<file path="config.mk">
export PLATFORM = sky130hd
export DESIGN_NAME = synth_voice_allocator
export DESIGN_NICKNAME = d
export VERILOG_FILES = /design/src/design/sva_pkg.sv /design/src/design/sva_ctrl.sv /design/src/design/sva_datapath.sv /design/src/design/synth_voice_allocator.sv
export SDC_FILE = /design/constraint.sdc
export NUM_CORES = 1
export LEC_CHECK = 0
export BUFFER_PORTS_ARGS = -buffer_cell sky130_fd_sc_hd__buf_2
export CAP_MARGIN = 20
export CORE_AREA = 2 2 184 168
export CTS_CLUSTER_SIZE = 28
export DETAILED_ROUTE_END_ITERATION = 6
export DIE_AREA = 0 0 186 170
export HOLD_SLACK_MARGIN = 0.03
export PLACE_DENSITY = 0.83
export SLEW_MARGIN = 25
export SYNTH_ARGS = -nofsm -noshare
export SYNTH_HDL_FRONTEND = slang
export SYNTH_SLANG_ARGS = --single-unit
</file>
<file path="constraint.sdc">
create_clock -name aclk -period 4.8 [get_ports aclk]
set_input_delay 0.48 -clock aclk [delete_from_list [all_inputs] [get_ports aclk]]
set_output_delay 0.48 -clock aclk [all_outputs]
set_load 0.02 [all_outputs]
</file>
<file path="src/design/sva_pkg.sv">
// Shared types, codes and sizes for the synth voice allocator.
package sva_pkg;

    localparam int MAX_VOICES = 16;
    localparam int IDX_W      = (MAX_VOICES > 1) ? $clog2(MAX_VOICES) : 1;
    localparam int CNT_W      = $clog2(MAX_VOICES + 1);

    localparam logic [6:0] AV_RESET      = 7'd16;
    localparam logic [7:0] ECHO_CH_LIMIT = 8'd15;

    // Command codes carried in the input item's tuser.
    localparam logic [1:0] CMD_ALLOC = 2'd0;
    localparam logic [1:0] CMD_FIND  = 2'd1;
    localparam logic [1:0] CMD_WRITE = 2'd2;

    // Voice status codes.
    localparam logic [1:0] ST_OFF   = 2'd0;
    localparam logic [1:0] ST_HELD  = 2'd1;
    localparam logic [1:0] ST_DECAY = 2'd2;

    // Choice kinds reported with a result.
    localparam logic [2:0] KIND_SAME   = 3'd0;
    localparam logic [2:0] KIND_FREE   = 3'd1;
    localparam logic [2:0] KIND_DECAY  = 3'd2;
    localparam logic [2:0] KIND_ECHO   = 3'd3;
    localparam logic [2:0] KIND_FORCED = 3'd4;

    typedef enum logic [1:0] {
        S_IDLE,
        S_MOD,
        S_SCAN,
        S_DONE
    } state_t;

    typedef struct packed {
        logic load;
        logic mod_step;
        logic scan_step;
        logic finish;
    } ctrl_cmd_t;

    typedef struct packed {
        logic in_scan;
        logic start_ge;
        logic scan_last;
    } dp_status_t;

endpackage

</file>
<file path="src/design/sva_ctrl.sv">
// Sequencing state machine of the voice allocator.
module sva_ctrl (
    input  logic                  aclk,
    input  logic                  aresetn,
    input  logic                  s_valid,
    input  logic                  m_ready,
    input  sva_pkg::dp_status_t   status,
    output sva_pkg::ctrl_cmd_t    cmd,
    output logic                  s_ready,
    output logic                  m_valid
);

    sva_pkg::state_t state_reg, state_next;
    logic            m_valid_reg, m_valid_next;
    logic            out_free;

    assign out_free = !m_valid_reg || m_ready;

    always_ff @(posedge aclk) begin
        if (!aresetn) begin
            state_reg   <= sva_pkg::S_IDLE;
            m_valid_reg <= 1'b0;
        end else begin
            state_reg   <= state_next;
            m_valid_reg <= m_valid_next;
        end
    end

    always_comb begin
        state_next = state_reg;
        case (state_reg)
            sva_pkg::S_IDLE: begin
                if (s_valid) begin
                    state_next = status.in_scan ? sva_pkg::S_MOD : sva_pkg::S_DONE;
                end
            end
            sva_pkg::S_MOD: begin
                if (!status.start_ge) begin
                    state_next = sva_pkg::S_SCAN;
                end
            end
            sva_pkg::S_SCAN: begin
                if (status.scan_last) begin
                    state_next = sva_pkg::S_DONE;
                end
            end
            sva_pkg::S_DONE: begin
                if (out_free) begin
                    state_next = sva_pkg::S_IDLE;
                end
            end
            default: state_next = sva_pkg::S_IDLE;
        endcase
    end

    always_comb begin
        cmd           = '0;
        s_ready       = 1'b0;
        case (state_reg)
            sva_pkg::S_IDLE: begin
                s_ready  = 1'b1;
                cmd.load = s_valid;
            end
            sva_pkg::S_MOD:  cmd.mod_step  = status.start_ge;
            sva_pkg::S_SCAN: cmd.scan_step = 1'b1;
            sva_pkg::S_DONE: cmd.finish    = out_free;
            default: cmd = '0;
        endcase
        if (cmd.finish) begin
            m_valid_next = 1'b1;
        end else if (m_ready) begin
            m_valid_next = 1'b0;
        end else begin
            m_valid_next = m_valid_reg;
        end
    end

    assign m_valid = m_valid_reg;

endmodule

</file>
<file path="src/design/sva_datapath.sv">
// Voice table, scan registers and result register of the voice allocator.
module sva_datapath (
    input  logic                        aclk,
    input  logic                        aresetn,
    input  sva_pkg::ctrl_cmd_t          cmd,
    input  logic [6:0]                  active_voices,
    input  logic [1:0]                  in_cmd,
    input  logic [7:0]                  in_channel,
    input  logic [6:0]                  in_note,
    input  logic [5:0]                  in_slot,
    input  logic [1:0]                  in_new_status,
    input  logic                        in_new_echo,
    output sva_pkg::dp_status_t         status,
    output logic                        found,
    output logic [5:0]                  chosen_slot,
    output logic [2:0]                  choice_kind
);

    localparam int IW = sva_pkg::IDX_W;
    localparam int CW = sva_pkg::CNT_W;
    localparam int NV = sva_pkg::MAX_VOICES;

    logic [1:0]    vstat_reg  [NV];
    logic [6:0]    vpitch_reg [NV];
    logic [7:0]    vchan_reg  [NV];
    logic          vecho_reg  [NV];

    logic [1:0]    cmd_reg;
    logic [7:0]    ch_reg;
    logic [6:0]    note_reg;
    logic [CW-1:0] start_reg;
    logic [IW-1:0] idx_reg;
    logic [IW-1:0] last_used_reg;
    logic          lin_hit_reg;
    logic [IW-1:0] lin_idx_reg;
    // Round-robin trackers, one per search kind: free, decaying, echo.
    logic [2:0]    any_hit_reg, ge_hit_reg;
    logic [IW-1:0] any_idx_reg [3];
    logic [IW-1:0] ge_idx_reg  [3];

    logic          found_reg;
    logic [5:0]    slot_out_reg;
    logic [2:0]    kind_reg;

    logic [CW-1:0] n_eff;
    logic          wr_en;
    logic          lin_test;
    logic [2:0]    rr_test;
    logic          at_or_past_start;
    logic          res_found;
    logic [IW-1:0] res_idx;
    logic [2:0]    res_kind;

    // The usable voice count is the register clamped to 1..MAX_VOICES.
    always_comb begin
        if (active_voices == 7'd0) begin
            n_eff = CW'(1);
        end else if (active_voices > 7'(NV)) begin
            n_eff = CW'(NV);
        end else begin
            n_eff = CW'(active_voices);
        end
    end

    assign wr_en = cmd.load && (in_cmd == sva_pkg::CMD_WRITE) && (7'(in_slot) < 7'(n_eff));

    assign status.in_scan   = (in_cmd == sva_pkg::CMD_ALLOC) || (in_cmd == sva_pkg::CMD_FIND);
    assign status.start_ge  = start_reg >= n_eff;
    assign status.scan_last = CW'(idx_reg) == (n_eff - CW'(1));

    always_comb begin
        if (cmd_reg == sva_pkg::CMD_ALLOC) begin
            lin_test = vstat_reg[idx_reg] != sva_pkg::ST_OFF;
        end else begin
            lin_test = vstat_reg[idx_reg] == sva_pkg::ST_HELD;
        end
        lin_test = lin_test && (vpitch_reg[idx_reg] == note_reg)
                   && (vchan_reg[idx_reg] == ch_reg);
        rr_test[0] = vstat_reg[idx_reg] == sva_pkg::ST_OFF;
        rr_test[1] = vstat_reg[idx_reg] == sva_pkg::ST_DECAY;
        rr_test[2] = vecho_reg[idx_reg];
        at_or_past_start = CW'(idx_reg) >= start_reg;
    end

    // Pick the result from the trackers once the scan has finished.
    always_comb begin
        res_found = 1'b0;
        res_idx   = '0;
        res_kind  = sva_pkg::KIND_SAME;
        if (cmd_reg == sva_pkg::CMD_ALLOC) begin
            if (lin_hit_reg) begin
                res_found = 1'b1;
                res_idx   = lin_idx_reg;
            end else if (any_hit_reg[0]) begin
                res_found = 1'b1;
                res_idx   = ge_hit_reg[0] ? ge_idx_reg[0] : any_idx_reg[0];
                res_kind  = sva_pkg::KIND_FREE;
            end else if (any_hit_reg[1]) begin
                res_found = 1'b1;
                res_idx   = ge_hit_reg[1] ? ge_idx_reg[1] : any_idx_reg[1];
                res_kind  = sva_pkg::KIND_DECAY;
            end else if (any_hit_reg[2]) begin
                res_found = 1'b1;
                res_idx   = ge_hit_reg[2] ? ge_idx_reg[2] : any_idx_reg[2];
                res_kind  = sva_pkg::KIND_ECHO;
            end else if (ch_reg <= sva_pkg::ECHO_CH_LIMIT) begin
                res_found = 1'b1;
                res_idx   = start_reg[IW-1:0];
                res_kind  = sva_pkg::KIND_FORCED;
            end
        end else if (cmd_reg == sva_pkg::CMD_FIND) begin
            if (lin_hit_reg) begin
                res_found = 1'b1;
                res_idx   = lin_idx_reg;
            end
        end
    end

    // Voice table and allocation pointer.
    always_ff @(posedge aclk) begin
        if (!aresetn) begin
            for (int i = 0; i < NV; i++) begin
                vstat_reg[i]  <= sva_pkg::ST_OFF;
                vpitch_reg[i] <= '0;
                vchan_reg[i]  <= '0;
                vecho_reg[i]  <= 1'b0;
            end
            last_used_reg <= '0;
        end else begin
            if (wr_en) begin
                vstat_reg[in_slot[IW-1:0]]  <= in_new_status;
                vpitch_reg[in_slot[IW-1:0]] <= in_note;
                vchan_reg[in_slot[IW-1:0]]  <= in_channel;
                vecho_reg[in_slot[IW-1:0]]  <= in_new_echo;
            end
            if (cmd.finish && (cmd_reg == sva_pkg::CMD_ALLOC) && res_found) begin
                last_used_reg <= res_idx;
            end
        end
    end

    // Scan state; reduces the start point modulo the count, then walks the table.
    always_ff @(posedge aclk) begin
        if (cmd.load) begin
            cmd_reg     <= in_cmd;
            ch_reg      <= in_channel;
            note_reg    <= in_note;
            start_reg   <= CW'(last_used_reg) + CW'(1);
            idx_reg     <= '0;
            lin_hit_reg <= 1'b0;
            lin_idx_reg <= '0;
            any_hit_reg <= '0;
            ge_hit_reg  <= '0;
            for (int k = 0; k < 3; k++) begin
                any_idx_reg[k] <= '0;
                ge_idx_reg[k]  <= '0;
            end
        end else if (cmd.mod_step) begin
            start_reg <= start_reg - n_eff;
        end else if (cmd.scan_step) begin
            if (lin_test && !lin_hit_reg) begin
                lin_hit_reg <= 1'b1;
                lin_idx_reg <= idx_reg;
            end
            for (int k = 0; k < 3; k++) begin
                if (rr_test[k] && !any_hit_reg[k]) begin
                    any_hit_reg[k] <= 1'b1;
                    any_idx_reg[k] <= idx_reg;
                end
                if (rr_test[k] && at_or_past_start && !ge_hit_reg[k]) begin
                    ge_hit_reg[k] <= 1'b1;
                    ge_idx_reg[k] <= idx_reg;
                end
            end
            idx_reg <= idx_reg + IW'(1);
        end
    end

    always_ff @(posedge aclk) begin
        if (cmd.finish) begin
            found_reg    <= res_found;
            slot_out_reg <= 6'(res_idx);
            kind_reg     <= res_kind;
        end
    end

    assign found       = found_reg;
    assign chosen_slot = slot_out_reg;
    assign choice_kind = kind_reg;

endmodule

</file>
<file path="src/design/synth_voice_allocator.sv">
// Top level of the polyphonic voice allocator with round-robin stealing.
//
// Input items arrive on the s_axis channel: tuser carries the command (allocate,
// find a held voice, write a table entry) and tdata carries the channel, note,
// slot, new status and echo flag. Every input item yields exactly one result item
// on the m_axis channel with found, chosen_slot and choice_kind.
// The register active_voices sits on the APB port at byte address 0.
// The user must change configuration only while the block is idle; the block itself does not enforce this.
//
// A write or an unused command goes from acceptance straight to the done state, without a scan.
// An allocate or find first performs M subtractions, where M, at most MAX_VOICES,
// is the number that bring last_used + 1 below N, the effective voice count;
// then the datapath examines the N table entries, one table entry per cycle.
// One item is processed at a time; the next item is accepted once the result
// has moved into the output register, even while that result waits.
// If the receiver stalls, the result holds in the output register and the
// controller waits before finishing the following item.
// Reset clears the voice table to all off, sets last_used to zero and sets
// active_voices to 16.
module synth_voice_allocator (
    input  logic        aclk,
    input  logic        aresetn,
    // APB configuration port
    input  logic        psel,
    input  logic        penable,
    input  logic        pwrite,
    input  logic [2:0]  paddr,
    input  logic [31:0] pwdata,
    output logic [31:0] prdata,
    output logic        pready,
    // Input items
    input  logic        s_axis_tvalid,
    output logic        s_axis_tready,
    input  logic [23:0] s_axis_tdata,  // channel[7:0], note[14:8], slot[20:15],
                                       // new_status[22:21], new_echo[23]
    input  logic [1:0]  s_axis_tuser,  // cmd[1:0]
    // Result items
    output logic        m_axis_tvalid,
    input  logic        m_axis_tready,
    output logic [15:0] m_axis_tdata   // found[0], chosen_slot[6:1],
                                       // choice_kind[9:7], zero[15:10]
);

    logic [6:0]          active_voices_reg;
    sva_pkg::ctrl_cmd_t  cmd;
    sva_pkg::dp_status_t status;
    logic                found;
    logic [5:0]          chosen_slot;
    logic [2:0]          choice_kind;
    logic                cfg_write;

    // The register occupies word 0; writes to the other word are dropped.
    assign pready    = 1'b1;
    assign cfg_write = psel && penable && pwrite && pready && !paddr[2];

    always_ff @(posedge aclk) begin
        if (!aresetn) begin
            active_voices_reg <= sva_pkg::AV_RESET;
        end else if (cfg_write) begin
            active_voices_reg <= pwdata[6:0];
        end
    end

    assign prdata = paddr[2] ? 32'd0 : 32'(active_voices_reg);

    sva_ctrl u_ctrl (
        .aclk    (aclk),
        .aresetn (aresetn),
        .s_valid (s_axis_tvalid),
        .m_ready (m_axis_tready),
        .status  (status),
        .cmd     (cmd),
        .s_ready (s_axis_tready),
        .m_valid (m_axis_tvalid)
    );

    sva_datapath u_datapath (
        .aclk          (aclk),
        .aresetn       (aresetn),
        .cmd           (cmd),
        .active_voices (active_voices_reg),
        .in_cmd        (s_axis_tuser),
        .in_channel    (s_axis_tdata[7:0]),
        .in_note       (s_axis_tdata[14:8]),
        .in_slot       (s_axis_tdata[20:15]),
        .in_new_status (s_axis_tdata[22:21]),
        .in_new_echo   (s_axis_tdata[23]),
        .status        (status),
        .found         (found),
        .chosen_slot   (chosen_slot),
        .choice_kind   (choice_kind)
    );

    assign m_axis_tdata = {6'd0, choice_kind, chosen_slot, found};

`ifndef SYNTHESIS
    // A result that names no voice carries all-zero slot and kind.
    assert property (@(posedge aclk) disable iff (!aresetn)
        (m_axis_tvalid && !m_axis_tdata[0]) |-> (m_axis_tdata[9:1] == 9'd0))
        else $error("empty result with nonzero slot or kind");

    // Only one item is in work at a time.
    assert property (@(posedge aclk) disable iff (!aresetn)
        (s_axis_tvalid && s_axis_tready) |=> !s_axis_tready)
        else $error("second item accepted while busy");

    // A returned voice lies inside the table.
    assert property (@(posedge aclk) disable iff (!aresetn)
        (m_axis_tvalid && m_axis_tdata[0]) |->
        (m_axis_tdata[6:1] < 6'(sva_pkg::MAX_VOICES)))
        else $error("chosen slot outside the voice table");

    // Only defined choice kinds are reported.
    assert property (@(posedge aclk) disable iff (!aresetn)
        m_axis_tvalid |-> (m_axis_tdata[9:7] <= sva_pkg::KIND_FORCED))
        else $error("undefined choice kind");
`endif

endmodule
</file>
# After elaboration in Yosys (flattened, before gate mapping)
# Memories as Yosys holds them, arrays and structs flattened. A register that Yosys moved wholly into a read port is not among the register bits.
# Index checks and enable logic that the tools add are counted.
[word_totals]
reg_bits = 59
ram_bits = 312
in_bits = 68
output_inout_bits = 51
mem_count = 6
[op_classes]
add_sub_neg = 4
order_cmp = 5
n_eq_ne = 15
mux = 104
n_bitwise = 8
n_reduce_logical = 54
[memory_table]
columns = ["memory", "depth", "word_bits", "rd", "rd_ports_with_merged_regs", "write_ports", "line_no", "rtl"]
rows = [
  ["u_datapath.vchan_reg", 16, 8, 1, 1, 16, "sva_datapath.sv:25", "logic [7:0] vchan_reg [NV];"],
  ["u_datapath.vpitch_reg", 16, 7, 1, 1, 16, "sva_datapath.sv:24", "logic [6:0] vpitch_reg [NV];"],
  ["u_datapath.vstat_reg", 16, 2, 1, 1, 16, "sva_datapath.sv:23", "logic [1:0] vstat_reg [NV];"],
  ["u_datapath.vecho_reg", 16, 1, 1, 1, 16, "sva_datapath.sv:26", "logic vecho_reg [NV];"],
  ["u_datapath.any_idx_reg", 3, 4, 3, 0, 3, "sva_datapath.sv:38", "logic [IW-1:0] any_idx_reg [3];"],
  ["u_datapath.ge_idx_reg", 3, 4, 3, 0, 3, "sva_datapath.sv:39", "logic [IW-1:0] ge_idx_reg [3];"],
]
[ops]
columns = ["operator", "n"]
rows = [
  ["$mux 4", 29],
  ["$mux 1", 58],
  ["$reduce_and 3->1", 7],
  ["$mux 5", 4],
  ["$logic_and 1x1->1", 19],
  ["$mux 2", 8],
  ["$mux 7", 2],
  ["$logic_not 1->1", 9],
  ["$eq 2x1->1 const B", 4],
  ["$eq 2x2->1 const B", 4],
  ["$eq 8x8->1", 1],
  ["$le 8x4->1 const B", 1],
  ["$logic_not 2->1", 4],
  ["$mux 8", 1],
  ["$pmux 2 s4", 1],
  ["$reduce_or 8->1", 1],
  ["$eq 7x7->1", 1],
  ["$gt 7x5->1 const B", 1],
  ["$logic_not 7->1", 1],
  ["$reduce_or 7->1", 1],
  ["$lt 6x5->1", 1],
  ["$ne 2x2->1 const B", 3],
  ["$or 1x1->1", 6],
  ["$reduce_bool 2->1", 3],
  ["17 further kinds", 20],
]

# Logic depth before layout (Yosys ltp)
[logic_depth]
ltp_word = 10
mapped_depth = 13
ltp_nobuf = 12

# Hierarchy
# From an unflattened synthesis, not the netlist that was laid out.
[unflattened]
hier_cells = 1325
area_unflattened_um2 = 17927.2
[by_module_without_submodules]
columns = ["module", "instances", "cells_each", "area_per_inst_um2", "seq_area_each_um2"]
rows = [
  ["sva_datapath", 1, 1228, 17062.6, 10570.1],
  ["synth_voice_allocator", 1, 73, 609.3, 140.1],
  ["sva_ctrl", 1, 24, 255.2, 60.1],
]

# Worst setup path before layout
# Ideal clock, no wire load.
[synth_timing]
kind = "register -> register"
startpoint = "reg active_voices_reg[6]"
endpoint = "mem u_datapath.vchan_reg[0][0], enable pin"
setup_ns = 0.415
t_arrival_ns = 3.341
setup_slack_ns = 1.045
path_stages_with_launch = 9
path_buffers = 1
period_less_slack_ns = 3.755
cell_sequence = "dfxtp_1 > nor3_1 > nand2_1 > ha_1 > o21a_1 > o21ai_0 > a21oi_1 > clkbuf_1 > o21ai_0"
[synth_lines]
columns = ["element", "line_no", "rtl"]
rows = [
  ["start: declaration", "synth_voice_allocator.sv:44", "logic [6:0] active_voices_reg;"],
  ["start signal: assignment", "synth_voice_allocator.sv:58", "active_voices_reg <= sva_pkg::AV_RESET;"],
  ["start signal: assignment", "synth_voice_allocator.sv:60", "active_voices_reg <= pwdata[6:0];"],
  ["end: declaration", "sva_datapath.sv:25", ""],
]

==> flow_summary.ini <==
[global_route]
antenna_found_initial = 2
grt_max_degree = 51
grt_pass1_wl_um = 67700
grt-ovfl-total = 0
grt_pass1_vias = 11000
track_usage_pct = 29.5

[logic_synthesis]
synth.top_cell.area_share_pct = 54.9
syn_area_mm2 = 0.0178
synth-seq-cells = 375
yosysWarningCount = 0
synth_area_leaders = edfxtp_1 (55%), and2_1 (9.9%), mux4_2 (8.1%)
synth_edf_count = 326
syn_avg_cell_area_um2 = 13.7
ys_seq_area_share_pct = 60.4
ys_types = 62
synthArstFlopShare_pct = 0
ys.flop_type = edfxtp_1
yosysTopAreaCell = edfxtp_1
synthCells = 1300

[floorplan]
placementRows = 60
die_x_um = 186
io_pins = 119
die-area_mm2 = 0.0316
start_util_pct = 60.1
die_h_um = 170
core-area_mm2 = 0.0297

[setup_path]
critPathRequiredTime_ps = 4970
slowest_stage = nor3_2
path_cells = nor3_1 -> buf_4 -> nand2_1 -> ha_1 -> o21a_1 -> o21ai_0 -> a21oi_2 -> nor3_2 -> buf_4 -> nand2b_1 -> buf_4
worst-setup-path-type = reg2reg
path_common_cell = buf_4
reg2reg_slack_ps = 840
crit_path_max_fanout = 17
slowest_delay_ps = 740
start_kind = flop
endpoint_kind = flop
critical_path_arrival_ps = 4130

[sta]
period_needed_ps = 3960
fin_worst_skew_ps = 20.4
finalCritPeriodShare_pct = 82.5
finalMaxSlewViolations = 0
finalSetupTns_ps = 0
setup_viol = 0
hold_violations = 0
rsz0062_at_grt = false
fmax_mhz = 253
slew_headroom_pct = 32.2
worst_pin_slew_ps = 1010

[clock_network]
cts_made_buffers = 38
cts.sink_count = 375
root_buffer = clkbuf_16
clockBufferDepth = 3
cts_tree = built
cts_setup_buffers = 0
h-tree-depth = 2
cts_resized = 0
path_clk_slew_ps = 60
ctsHoldBuffers = 0
clock_latency_ps = 530

[route]
via_per_inst = 6.21
drt-initial-drc-count = 1455
wirelength_um = 45000
drtPass1Iterations = 5
route.vias.total = 11000
ant_nets = 0
wl_per_cell_um = 25.3
drc = 0

[finish]
layout-drive-gt1-share_pct = 19.1
fin_area_mm2 = 0.0197
final_common_cell = edfxtp_1
final_cell_mix = edfxtp_1 (326), and2_1 (282), mux4_2 (64), nand2_1 (63), mux2i_1 (60)
fillers = 1993
syn_to_final_growth_pct = 10.8
seqCellArea_mm2 = 0.0108
largest_reg_flops = 128
multi_input_area_mm2 = 0.00655
fin_nets = 1436

[place]
port-buffer-count = 57
place.gp.congestion = 0.868
dp_hpwl_um = 27800
dpl_cell_area_mm2 = 0.0185

[power]
switchingPower_mw = 2.30
power_frac_clock_pct = 34.6
swShare_pct = 27.2
p_total_mw = 8.47
p_comb_share_pct = 16.9
internal-power_mw = 6.17
ir_worst_vdd_v = 0.000405
seqPwrFrac_pct = 48.4
power.leakage_nw = 7.26
powerDensity_mw_per_mm2 = 429

[run_status]
status = complete, no violations

[job]
cap_violations = 0

[hold_path]
min-delay-path-class = in2reg
final timing paths:
path,from,to,cells past startpoint
hold / removal,s_axis_tuser[0],u_datapath.cmd_reg[0],1
setup reg to reg,active_voices_reg[6],u_datapath.vchan_reg[15][2],11
setup / recovery,active_voices_reg[6],u_datapath.vchan_reg[15][2],11
hold reg to reg,u_datapath.vecho_reg[6],u_datapath.vecho_reg[6],2
metal layers:
layer,vias up,global-route usage [%],part of all wire [%]
met5,-,0,0
met4,0,9.52,3.1
met3,109,5.74,11
met2,697,47.5,48
met1,5497,41.0,38
li1,4736,-,-
logic make-up after synthesis:
logic type      share of synthesized area [%]
simple gates                             15.7
flops                                    60.4
mux                                      13.4
buf+inv                                  4.11
compound gates                           3.31
xor+xnor                                 1.52
fa+ha+maj                                1.52
other cells                            0.0421
critical path, delay by kind of cell (launching register included):
family                     cells  cell delay [ps]
DFF                            1              330
adders and majority gates      1              340
and+or+nand+nor                4             1360
AOI/OAI and AO/OA              3              580
buffers and inverters          3              990
synthesized netlist by cell type, types with 5 or more instances:
library cell,n
nand2b_1,25
edfxtp_1,326
o21ai_0,35
mux2i_1,60
buf_4,40
buf_2,15
dfxtp_1,49
mux4_2,64
nor4_1,13
inv_1,17
mux4_1,7
a21oi_1,12
nand3_1,5
xnor2_1,19
nand2_1,63
nor2_1,50
clkbuf_1,67
ha_1,20
xor2_1,12
and2_1,282
a21o_1,7
nor3_1,14
nor2b_1,16
mux2_2,15
stage by stage:
| step | util [%] | std cells | hold WS [ps] | worst slack [ps] |
|---|---|---|---|---|
| after floorplan | - | 1332 | 433 | 1040 |
| after global placement | 62.5 | 1710 | 441 | 967 |
| after detailed placement | 62.5 | 1710 | 451 | 915 |
| after CTS | 66.6 | 1778 | 140 | 881 |
| after global routing | 66.6 | 1778 | 147 | 713 |
| final | 66.6 | 1779 | 152 | 842 |
power by group through the flow:
stage | sequential, mW | clock, mW | combinational, mW
6_report | 4.10 | 2.93 | 1.43
5_1_grt | 4.13 | 3.09 | 1.53
4_1_cts | 4.10 | 2.94 | 1.41
3_5_place_dp | 4.17 | 0 | 1.40
3_3_place_gp | 4.15 | 0 | 1.36
2_1_floorplan | 3.97 | 0 | 1.16
layout make-up:
| cell class | count | share of cell area (%) |
|---|---|---|
| sequential | 375 | 54.6 |
| antenna | 1 | 0.0127 |
| clock inverter | 18 | 0.951 |
| tap | 403 | 2.55 |
| multi-input combinational | 812 | 33.2 |
| clock buffer | 50 | 5.20 |
| timing repair buffer | 103 | 3.19 |
| inverter | 17 | 0.323 |
(Power assumes the default switching activity.)
